<file path="config.mk">
export PLATFORM = sky130hd
export DESIGN_NAME = ptt_floor_request_node
export DESIGN_NICKNAME = d
export VERILOG_FILES = /design/src/hdl/pfr_pkg.sv /design/src/hdl/pfr_cfg.sv /design/src/hdl/pfr_step.sv /design/src/hdl/ptt_floor_request_node.sv
export SDC_FILE = /design/constraint.sdc
export NUM_CORES = 1
export LEC_CHECK = 0
export BUFFER_PORTS_ARGS = -buffer_cell sky130_fd_sc_hd__buf_2
export CAP_MARGIN = 10
export CORE_MARGIN = 2
export CORE_UTILIZATION = 55
export CTS_BUF_LIST = sky130_fd_sc_hd__clkbuf_8
export DETAILED_ROUTE_END_ITERATION = 8
export GPL_ROUTABILITY_DRIVEN = 1
export PLACE_DENSITY_LB_ADDON = 0.1
export SKIP_CTS_REPAIR_TIMING = 1
export SYNTH_ARGS = -nofsm -noshare
export SYNTH_HDL_FRONTEND = slang
export SYNTH_SLANG_ARGS = --single-unit
export TNS_END_PERCENT = 1
</file>
<file path="constraint.sdc">
create_clock -name clk -period 7.3 [get_ports clk]
set_clock_uncertainty 0.05 [all_clocks]
set_input_delay 0.73 -clock clk [delete_from_list [all_inputs] [get_ports clk]]
set_output_delay 0.73 -clock clk [all_outputs]
set_load 0.01 [all_outputs]
</file>
<file path="src/hdl/pfr_pkg.sv">
`timescale 1ns / 1ps
`default_nettype none
package pfr_pkg;

  localparam logic [1:0] PH_IDLE = 2'd0;
  localparam logic [1:0] PH_REQ  = 2'd1;
  localparam logic [1:0] PH_TALK = 2'd2;
  localparam logic [1:0] PH_END  = 2'd3;

  localparam logic [2:0] EV_TICK  = 3'd0;
  localparam logic [2:0] EV_DOWN  = 3'd1;
  localparam logic [2:0] EV_UP    = 3'd2;
  localparam logic [2:0] EV_GRANT = 3'd3;
  localparam logic [2:0] EV_DENY  = 3'd4;
  localparam logic [2:0] EV_VOICE = 3'd5;
  localparam logic [2:0] EV_LOSS  = 3'd6;

  localparam logic [2:0] REG_GRANT_TIMEOUT   = 3'd0;
  localparam logic [2:0] REG_REQUEST_LIMIT   = 3'd1;
  localparam logic [2:0] REG_RENEW_INTERVAL  = 3'd2;
  localparam logic [2:0] REG_MAX_TALK        = 3'd3;
  localparam logic [2:0] REG_END_BURST       = 3'd4;
  localparam logic [2:0] REG_END_INTERVAL    = 3'd5;
  localparam logic [2:0] REG_FIRST_STREAM    = 3'd6;

  localparam logic [31:0] GRANT_TIMEOUT_RST   = 32'd100;
  localparam logic [7:0]  REQUEST_LIMIT_RST   = 8'd3;
  localparam logic [31:0] RENEW_INTERVAL_RST  = 32'd250;
  localparam logic [31:0] MAX_TALK_RST        = 32'd120000;
  localparam logic [7:0]  END_BURST_RST       = 8'd3;
  localparam logic [31:0] END_INTERVAL_RST    = 32'd50;

  typedef struct packed {
    logic [31:0] grant_timeout;
    logic [7:0]  request_limit;
    logic [31:0] renew_interval;
    logic [31:0] max_talk;
    logic [7:0]  end_burst;
    logic [31:0] end_interval;
  } cfg_t;

  typedef struct packed {
    logic [1:0]  phase;
    logic [31:0] entered_time;
    logic [31:0] talk_start_time;
    logic [31:0] last_renew_time;
    logic [31:0] last_end_time;
    logic [7:0]  requests_count;
    logic [7:0]  ends_count;
    logic [31:0] stream_now;
    logic [31:0] stream_next;
  } state_t;

  typedef struct packed {
    logic send_request;
    logic send_end;
    logic send_renew;
    logic start_tx;
    logic stop_tx;
    logic indicate_grant;
    logic indicate_fail;
    logic warn_max_talk;
  } act_t;

endpackage
`default_nettype wire

</file>
<file path="src/hdl/pfr_cfg.sv">
`timescale 1ns / 1ps
`default_nettype none
module pfr_cfg (
  input  wire              clk,
  input  wire              rst,
  input  wire              cfg_write,
  input  wire [2:0]        cfg_index,
  input  wire [31:0]       cfg_data,
  output pfr_pkg::cfg_t    cfg
);

  always_ff @(posedge clk) begin
    if (rst) begin
      cfg.grant_timeout   <= pfr_pkg::GRANT_TIMEOUT_RST;
      cfg.request_limit   <= pfr_pkg::REQUEST_LIMIT_RST;
      cfg.renew_interval  <= pfr_pkg::RENEW_INTERVAL_RST;
      cfg.max_talk        <= pfr_pkg::MAX_TALK_RST;
      cfg.end_burst       <= pfr_pkg::END_BURST_RST;
      cfg.end_interval    <= pfr_pkg::END_INTERVAL_RST;
    end else if (cfg_write) begin
      case (cfg_index)
        pfr_pkg::REG_GRANT_TIMEOUT:   cfg.grant_timeout   <= cfg_data;
        pfr_pkg::REG_REQUEST_LIMIT:   cfg.request_limit   <= cfg_data[7:0];
        pfr_pkg::REG_RENEW_INTERVAL:  cfg.renew_interval  <= cfg_data;
        pfr_pkg::REG_MAX_TALK:        cfg.max_talk        <= cfg_data;
        pfr_pkg::REG_END_BURST:       cfg.end_burst       <= cfg_data[7:0];
        pfr_pkg::REG_END_INTERVAL:    cfg.end_interval    <= cfg_data;
        default: ;
      endcase
    end
  end

endmodule
`default_nettype wire

</file>
<file path="src/hdl/pfr_step.sv">
`timescale 1ns / 1ps
`default_nettype none
module pfr_step (
  input  wire pfr_pkg::cfg_t   cfg,
  input  wire pfr_pkg::state_t st,
  input  wire [2:0]        mode,
  input  wire [31:0]       now,
  output pfr_pkg::state_t  st_next,
  output pfr_pkg::act_t    act
);

  function automatic logic waited(input logic [31:0] t, input logic [31:0] since,
                                  input logic [31:0] span);
    logic [31:0] d;
    d = t - since;
    return d >= span;
  endfunction

  logic        grant_expired;
  logic        talk_expired;
  logic        renew_due;
  logic        end_due;
  logic [31:0] stream_inc;

  assign grant_expired = waited(now, st.entered_time, cfg.grant_timeout);
  assign talk_expired  = waited(now, st.talk_start_time, cfg.max_talk);
  assign renew_due     = waited(now, st.last_renew_time, cfg.renew_interval);
  assign end_due       = waited(now, st.last_end_time, cfg.end_interval);
  assign stream_inc    = st.stream_next + 32'd1;

  always_comb begin
    st_next = st;
    act     = '0;
    if (mode == pfr_pkg::EV_LOSS) begin
      if (st.phase != pfr_pkg::PH_IDLE) begin
        st_next.phase        = pfr_pkg::PH_IDLE;
        st_next.entered_time = now;
        act.stop_tx          = 1'b1;
        act.indicate_fail    = 1'b1;
      end
    end else begin
      case (st.phase)
        pfr_pkg::PH_IDLE, pfr_pkg::PH_END: begin
          if (mode == pfr_pkg::EV_DOWN) begin
            st_next.stream_now     = st.stream_next;
            st_next.stream_next    = (stream_inc == 32'd0) ? 32'd1 : stream_inc;
            st_next.requests_count = 8'd1;
            st_next.phase          = pfr_pkg::PH_REQ;
            st_next.entered_time   = now;
            act.send_request       = 1'b1;
          end else if (st.phase == pfr_pkg::PH_END && mode == pfr_pkg::EV_TICK &&
                       end_due) begin
            if (st.ends_count < cfg.end_burst) begin
              st_next.ends_count    = st.ends_count + 8'd1;
              st_next.last_end_time = now;
              act.send_end          = 1'b1;
            end else begin
              st_next.phase        = pfr_pkg::PH_IDLE;
              st_next.entered_time = now;
            end
          end
        end
        pfr_pkg::PH_REQ: begin
          case (mode)
            pfr_pkg::EV_UP: begin
              st_next.phase         = pfr_pkg::PH_END;
              st_next.entered_time  = now;
              st_next.ends_count    = 8'd1;
              st_next.last_end_time = now;
              act.send_end          = 1'b1;
            end
            pfr_pkg::EV_GRANT: begin
              st_next.phase           = pfr_pkg::PH_TALK;
              st_next.entered_time    = now;
              st_next.talk_start_time = now;
              st_next.last_renew_time = now;
              act.start_tx            = 1'b1;
              act.indicate_grant      = 1'b1;
            end
            pfr_pkg::EV_DENY: begin
              st_next.phase        = pfr_pkg::PH_IDLE;
              st_next.entered_time = now;
              act.indicate_fail    = 1'b1;
            end
            pfr_pkg::EV_TICK: begin
              if (grant_expired) begin
                st_next.entered_time = now;
                if (st.requests_count < cfg.request_limit) begin
                  st_next.requests_count = st.requests_count + 8'd1;
                  act.send_request       = 1'b1;
                end else begin
                  st_next.phase     = pfr_pkg::PH_IDLE;
                  act.indicate_fail = 1'b1;
                end
              end
            end
            default: ;
          endcase
        end
        pfr_pkg::PH_TALK: begin
          case (mode)
            pfr_pkg::EV_UP: begin
              st_next.phase         = pfr_pkg::PH_END;
              st_next.entered_time  = now;
              st_next.ends_count    = 8'd1;
              st_next.last_end_time = now;
              act.stop_tx           = 1'b1;
              act.send_end          = 1'b1;
            end
            pfr_pkg::EV_DENY: begin
              st_next.phase        = pfr_pkg::PH_IDLE;
              st_next.entered_time = now;
              act.stop_tx          = 1'b1;
              act.indicate_fail    = 1'b1;
            end
            pfr_pkg::EV_VOICE: st_next.last_renew_time = now;
            pfr_pkg::EV_TICK: begin
              if (talk_expired) begin
                st_next.phase         = pfr_pkg::PH_END;
                st_next.entered_time  = now;
                st_next.ends_count    = 8'd1;
                st_next.last_end_time = now;
                act.stop_tx           = 1'b1;
                act.send_end          = 1'b1;
                act.warn_max_talk     = 1'b1;
              end else if (renew_due) begin
                st_next.last_renew_time = now;
                act.send_renew          = 1'b1;
              end
            end
            default: ;
          endcase
        end
        default: ;
      endcase
    end
  end

endmodule
`default_nettype wire

</file>
<file path="src/hdl/ptt_floor_request_node.sv">
`timescale 1ns / 1ps
`default_nettype none
// Push-to-talk floor request node. Each event word (mode, now) yields exactly
// one result word: action flags, the current stream id and the phase after
// the event. An event is captured in an input register, evaluated against the
// phase and timers combinationally, and lands in the result register; one
// event is taken every cycle unless out_ready holds a waiting result, and the
// input register can take one more word while a result waits. Timeouts use
// wrapping 32-bit differences. Writing first_stream reloads the stream counter
// (zero loads one); write configuration only while no word is in flight.
module ptt_floor_request_node (
  input  wire        clk,
  input  wire        rst,
  input  wire        cfg_write,
  input  wire [2:0]  cfg_index,
  input  wire [31:0] cfg_data,
  input  wire        in_valid,
  output logic       in_ready,
  input  wire [2:0]  mode,
  input  wire [31:0] now,
  output logic       out_valid,
  input  wire        out_ready,
  output logic       send_request,
  output logic       send_end,
  output logic       send_renew,
  output logic       start_tx,
  output logic       stop_tx,
  output logic       indicate_grant,
  output logic       indicate_fail,
  output logic       warn_max_talk,
  output logic [31:0] current_stream,
  output logic [1:0] node_state
);

  pfr_pkg::cfg_t   cfg;
  pfr_pkg::state_t st;
  pfr_pkg::state_t st_next;
  pfr_pkg::act_t   act;

  logic        hold_valid;
  logic [2:0]  hold_mode;
  logic [31:0] hold_now;
  logic        advance;

  assign advance  = hold_valid && (!out_valid || out_ready);
  assign in_ready = !hold_valid || advance;

  pfr_cfg u_cfg (
    .clk       (clk),
    .rst       (rst),
    .cfg_write (cfg_write),
    .cfg_index (cfg_index),
    .cfg_data  (cfg_data),
    .cfg       (cfg)
  );

  pfr_step u_step (
    .cfg     (cfg),
    .st      (st),
    .mode    (hold_mode),
    .now     (hold_now),
    .st_next (st_next),
    .act     (act)
  );

  always_ff @(posedge clk) begin
    if (rst) begin
      hold_valid <= 1'b0;
    end else if (in_ready) begin
      hold_valid <= in_valid;
    end
    if (in_ready && in_valid) begin
      hold_mode <= mode;
      hold_now  <= now;
    end
  end

  always_ff @(posedge clk) begin
    if (rst) begin
      st.phase           <= pfr_pkg::PH_IDLE;
      st.entered_time    <= '0;
      st.talk_start_time <= '0;
      st.last_renew_time <= '0;
      st.last_end_time   <= '0;
      st.requests_count  <= '0;
      st.ends_count      <= '0;
      st.stream_now      <= '0;
      st.stream_next     <= 32'd1;
    end else if (cfg_write && cfg_index == pfr_pkg::REG_FIRST_STREAM) begin
      st.stream_next <= (cfg_data == 32'd0) ? 32'd1 : cfg_data;
    end else if (advance) begin
      st <= st_next;
    end
  end

  always_ff @(posedge clk) begin
    if (rst) begin
      out_valid <= 1'b0;
    end else if (advance) begin
      out_valid <= 1'b1;
    end else if (out_ready) begin
      out_valid <= 1'b0;
    end
    if (advance) begin
      send_request   <= act.send_request;
      send_end       <= act.send_end;
      send_renew     <= act.send_renew;
      start_tx       <= act.start_tx;
      stop_tx        <= act.stop_tx;
      indicate_grant <= act.indicate_grant;
      indicate_fail  <= act.indicate_fail;
      warn_max_talk  <= act.warn_max_talk;
      current_stream <= st_next.stream_now;
      node_state     <= st_next.phase;
    end
  end

endmodule
`default_nettype wire

</file>
Word-level counts from Yosys, hierarchy flattened
Cells that the tools add are included.
{ "totals": {"wordCells": 190, "register_bits": 432, "output_inout_bits": 44, "in_bits": 75} }
{ "classes": {"reduce_logical": 39, "order_cmp": 6, "n_bitwise": 5, "eq_ne": 37, "mux": 68, "addsub": 7} }
{ "ops": {"columns": ["operator", "n"], "rows": [
  ["$mux W32", 12],
  ["$mux W34", 7],
  ["$pmux W34 S3", 2],
  ["$mux W64", 3],
  ["$pmux W32 S2", 3],
  ["$pmux W34 S4", 1],
  ["$ge A32 B32 Y1", 4],
  ["$sub A32 B32 Y32", 4],
  ["$pmux W32 S3", 1],
  ["$mux W8", 9],
  ["$logic_not A32 Y1", 2],
  ["$add A32 B1 Y32 const B", 1],
  ["$pmux W8 S2", 2],
  ["$pmux W8 S3", 1],
  ["$mux W1", 20],
  ["$eq A3 B3 Y1 const B", 6],
  ["$reduce_and A9 Y1", 2],
  ["$add A8 B1 Y8 const B", 2],
  ["$lt A8 B8 Y1", 2],
  ["$reduce_and A8 Y1", 2],
  ["$reduce_and A2 Y1", 7],
  ["$reduce_bool A2 Y1", 7],
  ["$eq A3 B2 Y1 const B", 4],
  ["$ne A2 B1 Y1 const B", 6],
  ["24 further kinds", 52]
]} }

Longest topological paths before layout
{ "logic_depth": {"word_depth": 8, "ltp_mapped": 27, "depth_no_buf": 25} }

Hierarchy
From an unflattened synthesis, not the netlist that was laid out.
{ "unflattened": {"hier_cells": 4244, "area_unflattened_um2": 33025.4} }
{ "modules_own_cells": {"columns": ["module", "n_inst", "cells_each", "area_per_inst_um2", "seq_area_each_um2"], "rows": [
  ["pfr_step", 1, 2661, 17347.9, 0.0],
  ["ptt_floor_request_node", 1, 1055, 9964.6, 6556.3],
  ["pfr_cfg", 1, 528, 5713.0, 2882.8]
]} }

Worst setup path before layout
OpenSTA, ideal clock, no wires.
{ "synth_timing": {"path_kind": "register to register", "start": "register hold_now[0]", "end": "register st[83] (netlist name)", "arrival_time_ns": 4.981, "setup_ns": 0.128, "path_buffers": 2, "stages_incl_launch_ff": 27, "period_less_slack_ns": 5.159, "path_slack_ns": 2.141, "required_time_ns": 7.122, "path_cell_list": "edfxtp_1 inv_1 ha_1 inv_1 fa_1 a211oi_2 o211ai_1 a31oi_1 o21a_1 o31a_1 o21ai_1 a311oi_1 nor3b_1 a211oi_1 xnor2_1 ha_1 a21o_1 a21oi_1 o21ai_0 a22oi_1 o31ai_2 a21oi_1 nor3_1 buf_2 buf_4 mux2i_1 nor2_1"} }
{ "synth_via": {"elab_chain_cells": 5, "elab_cells_between_ends": 8, "cone_classes": "add/sub: 2; order compare: 2; eq/ne: 2; reduce/logical: 2"} }
{ "synth_rtl": {"columns": ["element", "line", "text"], "rows": [
  ["start: declaration", "ptt_floor_request_node.sv:42", "logic [31:0] hold_now;"],
  ["start signal: assignment", "ptt_floor_request_node.sv:74", "hold_now <= now;"],
  ["$sub A32 B32 Y32", "pfr_step.sv:15", "d = t - since;"],
  ["$ge A32 B32 Y1", "pfr_step.sv:16", "return d >= span;"],
  ["$logic_and A1 B1 Y1", "pfr_step.sv:51", "end else if (st.phase == pfr_pkg::PH_END && mode == pfr_pkg::EV_TICK &&"],
  ["$ne A2 B1 Y1 (no line)", null, null],
  ["$reduce_and A9 Y1 (no line) (*)", null, null]
]} }
Mark *: on every way between the ends. The rest lies on a longest branch, timed or not.
A chain may end at the register's enable or synchronous reset.

Worst setup path in the final report
{ "layout_timing": {"start": "register hold_now[0]", "end": "register st[192] (netlist name)"} }
{ "layout_via": {"elab_chain_cells": 5, "elab_cells_between_ends": 11, "cone_classes": "add/sub: 3; order compare: 3; eq/ne: 3; reduce/logical: 2"} }
{ "layout_rtl": {"columns": ["element", "line"], "rows": [
  ["$sub A32 B32 Y32", "pfr_step.sv:15"],
  ["$ge A32 B32 Y1", "pfr_step.sv:16"],
  ["$logic_and A1 B1 Y1", "pfr_step.sv:51"],
  ["$ne A4 B1 Y1 (no line)", null],
  ["$reduce_and A9 Y1 (no line) (*)", null]
]} }
Marks and branches as above.

==> results.yml <==
run_status:
  status: "completed"
routing:
  finalWirelength_um: 77640
  drtPass1Iterations: 8
  drt_iter0_drc: 1654
  via_per_inst: 5.884
  wl_per_cell_um: 19.53
  drt.antenna.violating_nets: 0
  vias: 23390
  drc: 0
global_routing:
  grt_pass1_vias: 22383
  grt_usage_pct: 30.55
  overflow: 0
  antenna_found_initial: 1
  grt_pass1_wl_um: 120700
  grt_max_degree: 120
synthesis:
  synthTopCellsByCount: "nand2_1, dfxtp_1, inv_1"
  yosysTopAreaCell: "dfxtp_1"
  synthCells: 3210
  netlist_area_um2: 26680
  synth_top_area_share_pct: 26.71
  async_flop_share_pct: 0
  ys_ff_latch: 432
  yosysUniqueCellTypes: 89
  ys_top_cells_by_area: "dfxtp_1, ha_1, edfxtp_1"
  synth_ff_type: "dfxtp_1"
  avgSynthCellArea_um2: 8.312
  synthesis.nets: 3562
  synth_edf_count: 76
  synth_warnings: 0
  yosys.cell_count.top_type: "nand2_1"
  synth-seq-area-share_pct: 35.26
clock_network:
  cts_tree: "yes"
  cts_max_level: 3
  cts_sinks: 432
  clk_pin_slew_ns: 0.06
  clkLatencyLatePin_ns: 0.67
  cts-buffers-inserted: 79
  cts_buffer_depth: 3
  cts_root_buf: "clkbuf_8"
setup_path:
  crit_required_ns: 7.84
  cp_common_cell: "a21oi_1"
  r2r_start: "hold_now[0]$_DFFE_PP_"
  slowest_delay_ns: 0.48
  worstPathArrival_ns: 7.31
  worstSetupStartpointType: "flip-flop"
  path_delay_family: "compound AO/OA/AOI/OAI gates"
  crit_path_top_delay_cell: "nor4bb_1"
  cp_num_buf_inv: 3
  end_kind: "flip-flop"
  path_class: "flip-flop to flip-flop"
  crit_path_start: "hold_now[0]$_DFFE_PP_"
  cp_max_fo: 32
timing:
  worst_slew_pin_slew_ns: 1.233
  hold_viol: 0
  slew_headroom_pct: 17.54
  fmax_ghz: 0.1476
  min_period_ns: 6.774
  setup_ws_ns: 0.5261
  slew_violations: 0
  finalCritPeriodShare_pct: 92.79
  finalSetupViolations: 0
  fin_tns_setup_ns: 0
  rsz0062_at_grt: "no"
placement:
  place_area_um2: 27710
  dpl.hpwl_um: 55090
  place_ws_ns: 0.5751
  io_buffers: 118
  gp_congestion: 0.9555
finish:
  fin_nets: 3650
  fillers: 4303
  drive_above_1_share_pct: 9.824
  final_design_area_no_fill_um2: 29260
  final_util_pct: 61.15
  synthToLayoutAreaGrowth_pct: 9.660
power_and_ir_drop:
  p_leak_nw: 11.52
  peakVddDrop_mv: 0.1219
  p_total_mw: 5.828
  powerDensity_nw_per_um2: 199.2
die:
  fp.dieW_um: 224.3
  core_um2: 47850
  rows: 80
  start_util_pct: 55.77
  die_h_um: 224.3
  ioPinCount: 119
  dieArea_um2: 50290
min_path:
  min-delay-start: "now[21]"
  hold_path.class: "input pin to flip-flop"
run:
  drv_cap: 0
state kept, by name (all words and copies together) (netlist names), 2 cells and up:
| signal | count |
|---|---|
| u_cfg.cfg | 144 |
| current_stream | 32 |
| hold_mode | 3 |
| hold_now | 32 |
| node_state | 2 |
| st | 210 |
stage by stage:
stage                     instances  hold WS (ns)
after floorplan                3210        0.3838
after global placement         3832        0.3888
after detailed placement       3832        0.3939
after CTS                      3974        0.1472
after global routing           3975        0.1461
final                          3975        0.1859
cells by family after synthesis:
group                      share of synthesized area, %
AOI/OAI and AO/OA                                 18.65
xor gates and xnor gates                          4.989
adders and majority gates                         13.10
buffers and inverters                             6.612
DFF                                               35.26
muxes                                             4.056
and+or+nand+nor                                   17.33
path summary, 6_finish.rpt:
kind,depth (start not counted),endpoint,slack [ns]
setup / recovery,25,st[192]$_SDFFE_PP0P_,0.53
hold reg to reg,2,st[61]$_SDFFE_PP0P_,0.40
setup reg to reg,25,st[192]$_SDFFE_PP0P_,0.53
hold / removal,1,hold_now[21]$_DFFE_PP_,0.19
report_power, final:
| part | leakage (nW) | internal, mW | total (mW) | switching, mW |
|---|---|---|---|---|
| clock network | 0.912 | 1.23 | 2.30 | 1.07 |
| registers | 3.62 | 2.49 | 2.55 | 0.0619 |
| logic | 6.98 | 0.384 | 0.975 | 0.591 |
| total | 11.5 | 4.11 | 5.83 | 1.72 |
metal layers:
metal	global-route usage (%)	share of wire, %
met1	40.56	44
met2	50.11	46
met3	5.095	6.3
met5	0	0
met4	11.34	3.7
placed cells by master (no fill, tap or decap), types with 33 or more instances in the layout:
master,count
dfxtp_1,356
edfxtp_1,76
mux2_2,33
a21o_1,93
nand2_1,450
nor2_1,251
nand3_1,59
xor2_1,49
xnor2_1,103
a211oi_1,46
nand4_1,41
mux2i_1,71
a21oi_1,301
o21ai_0,87
a22o_1,33
clkbuf_8,94
buf_2,117
and3_1,35
nor3_1,61
o211ai_1,33
ha_1,273
inv_1,335
area by class of cell:
class,instances,area [um^2],share of cell area [%]
repair buffers,150,840.8,2.874
diodes,1,2.502,0.008552
clock buffers,94,1294,4.422
well taps,615,769.5,2.630
flip-flops and latches,432,9409,32.16
multi-input cells,2330,15550,53.16
clock inverters,48,245.2,0.8381
inverters,305,1145,3.913
Note: power is estimated with default switching activity, not from simulation.
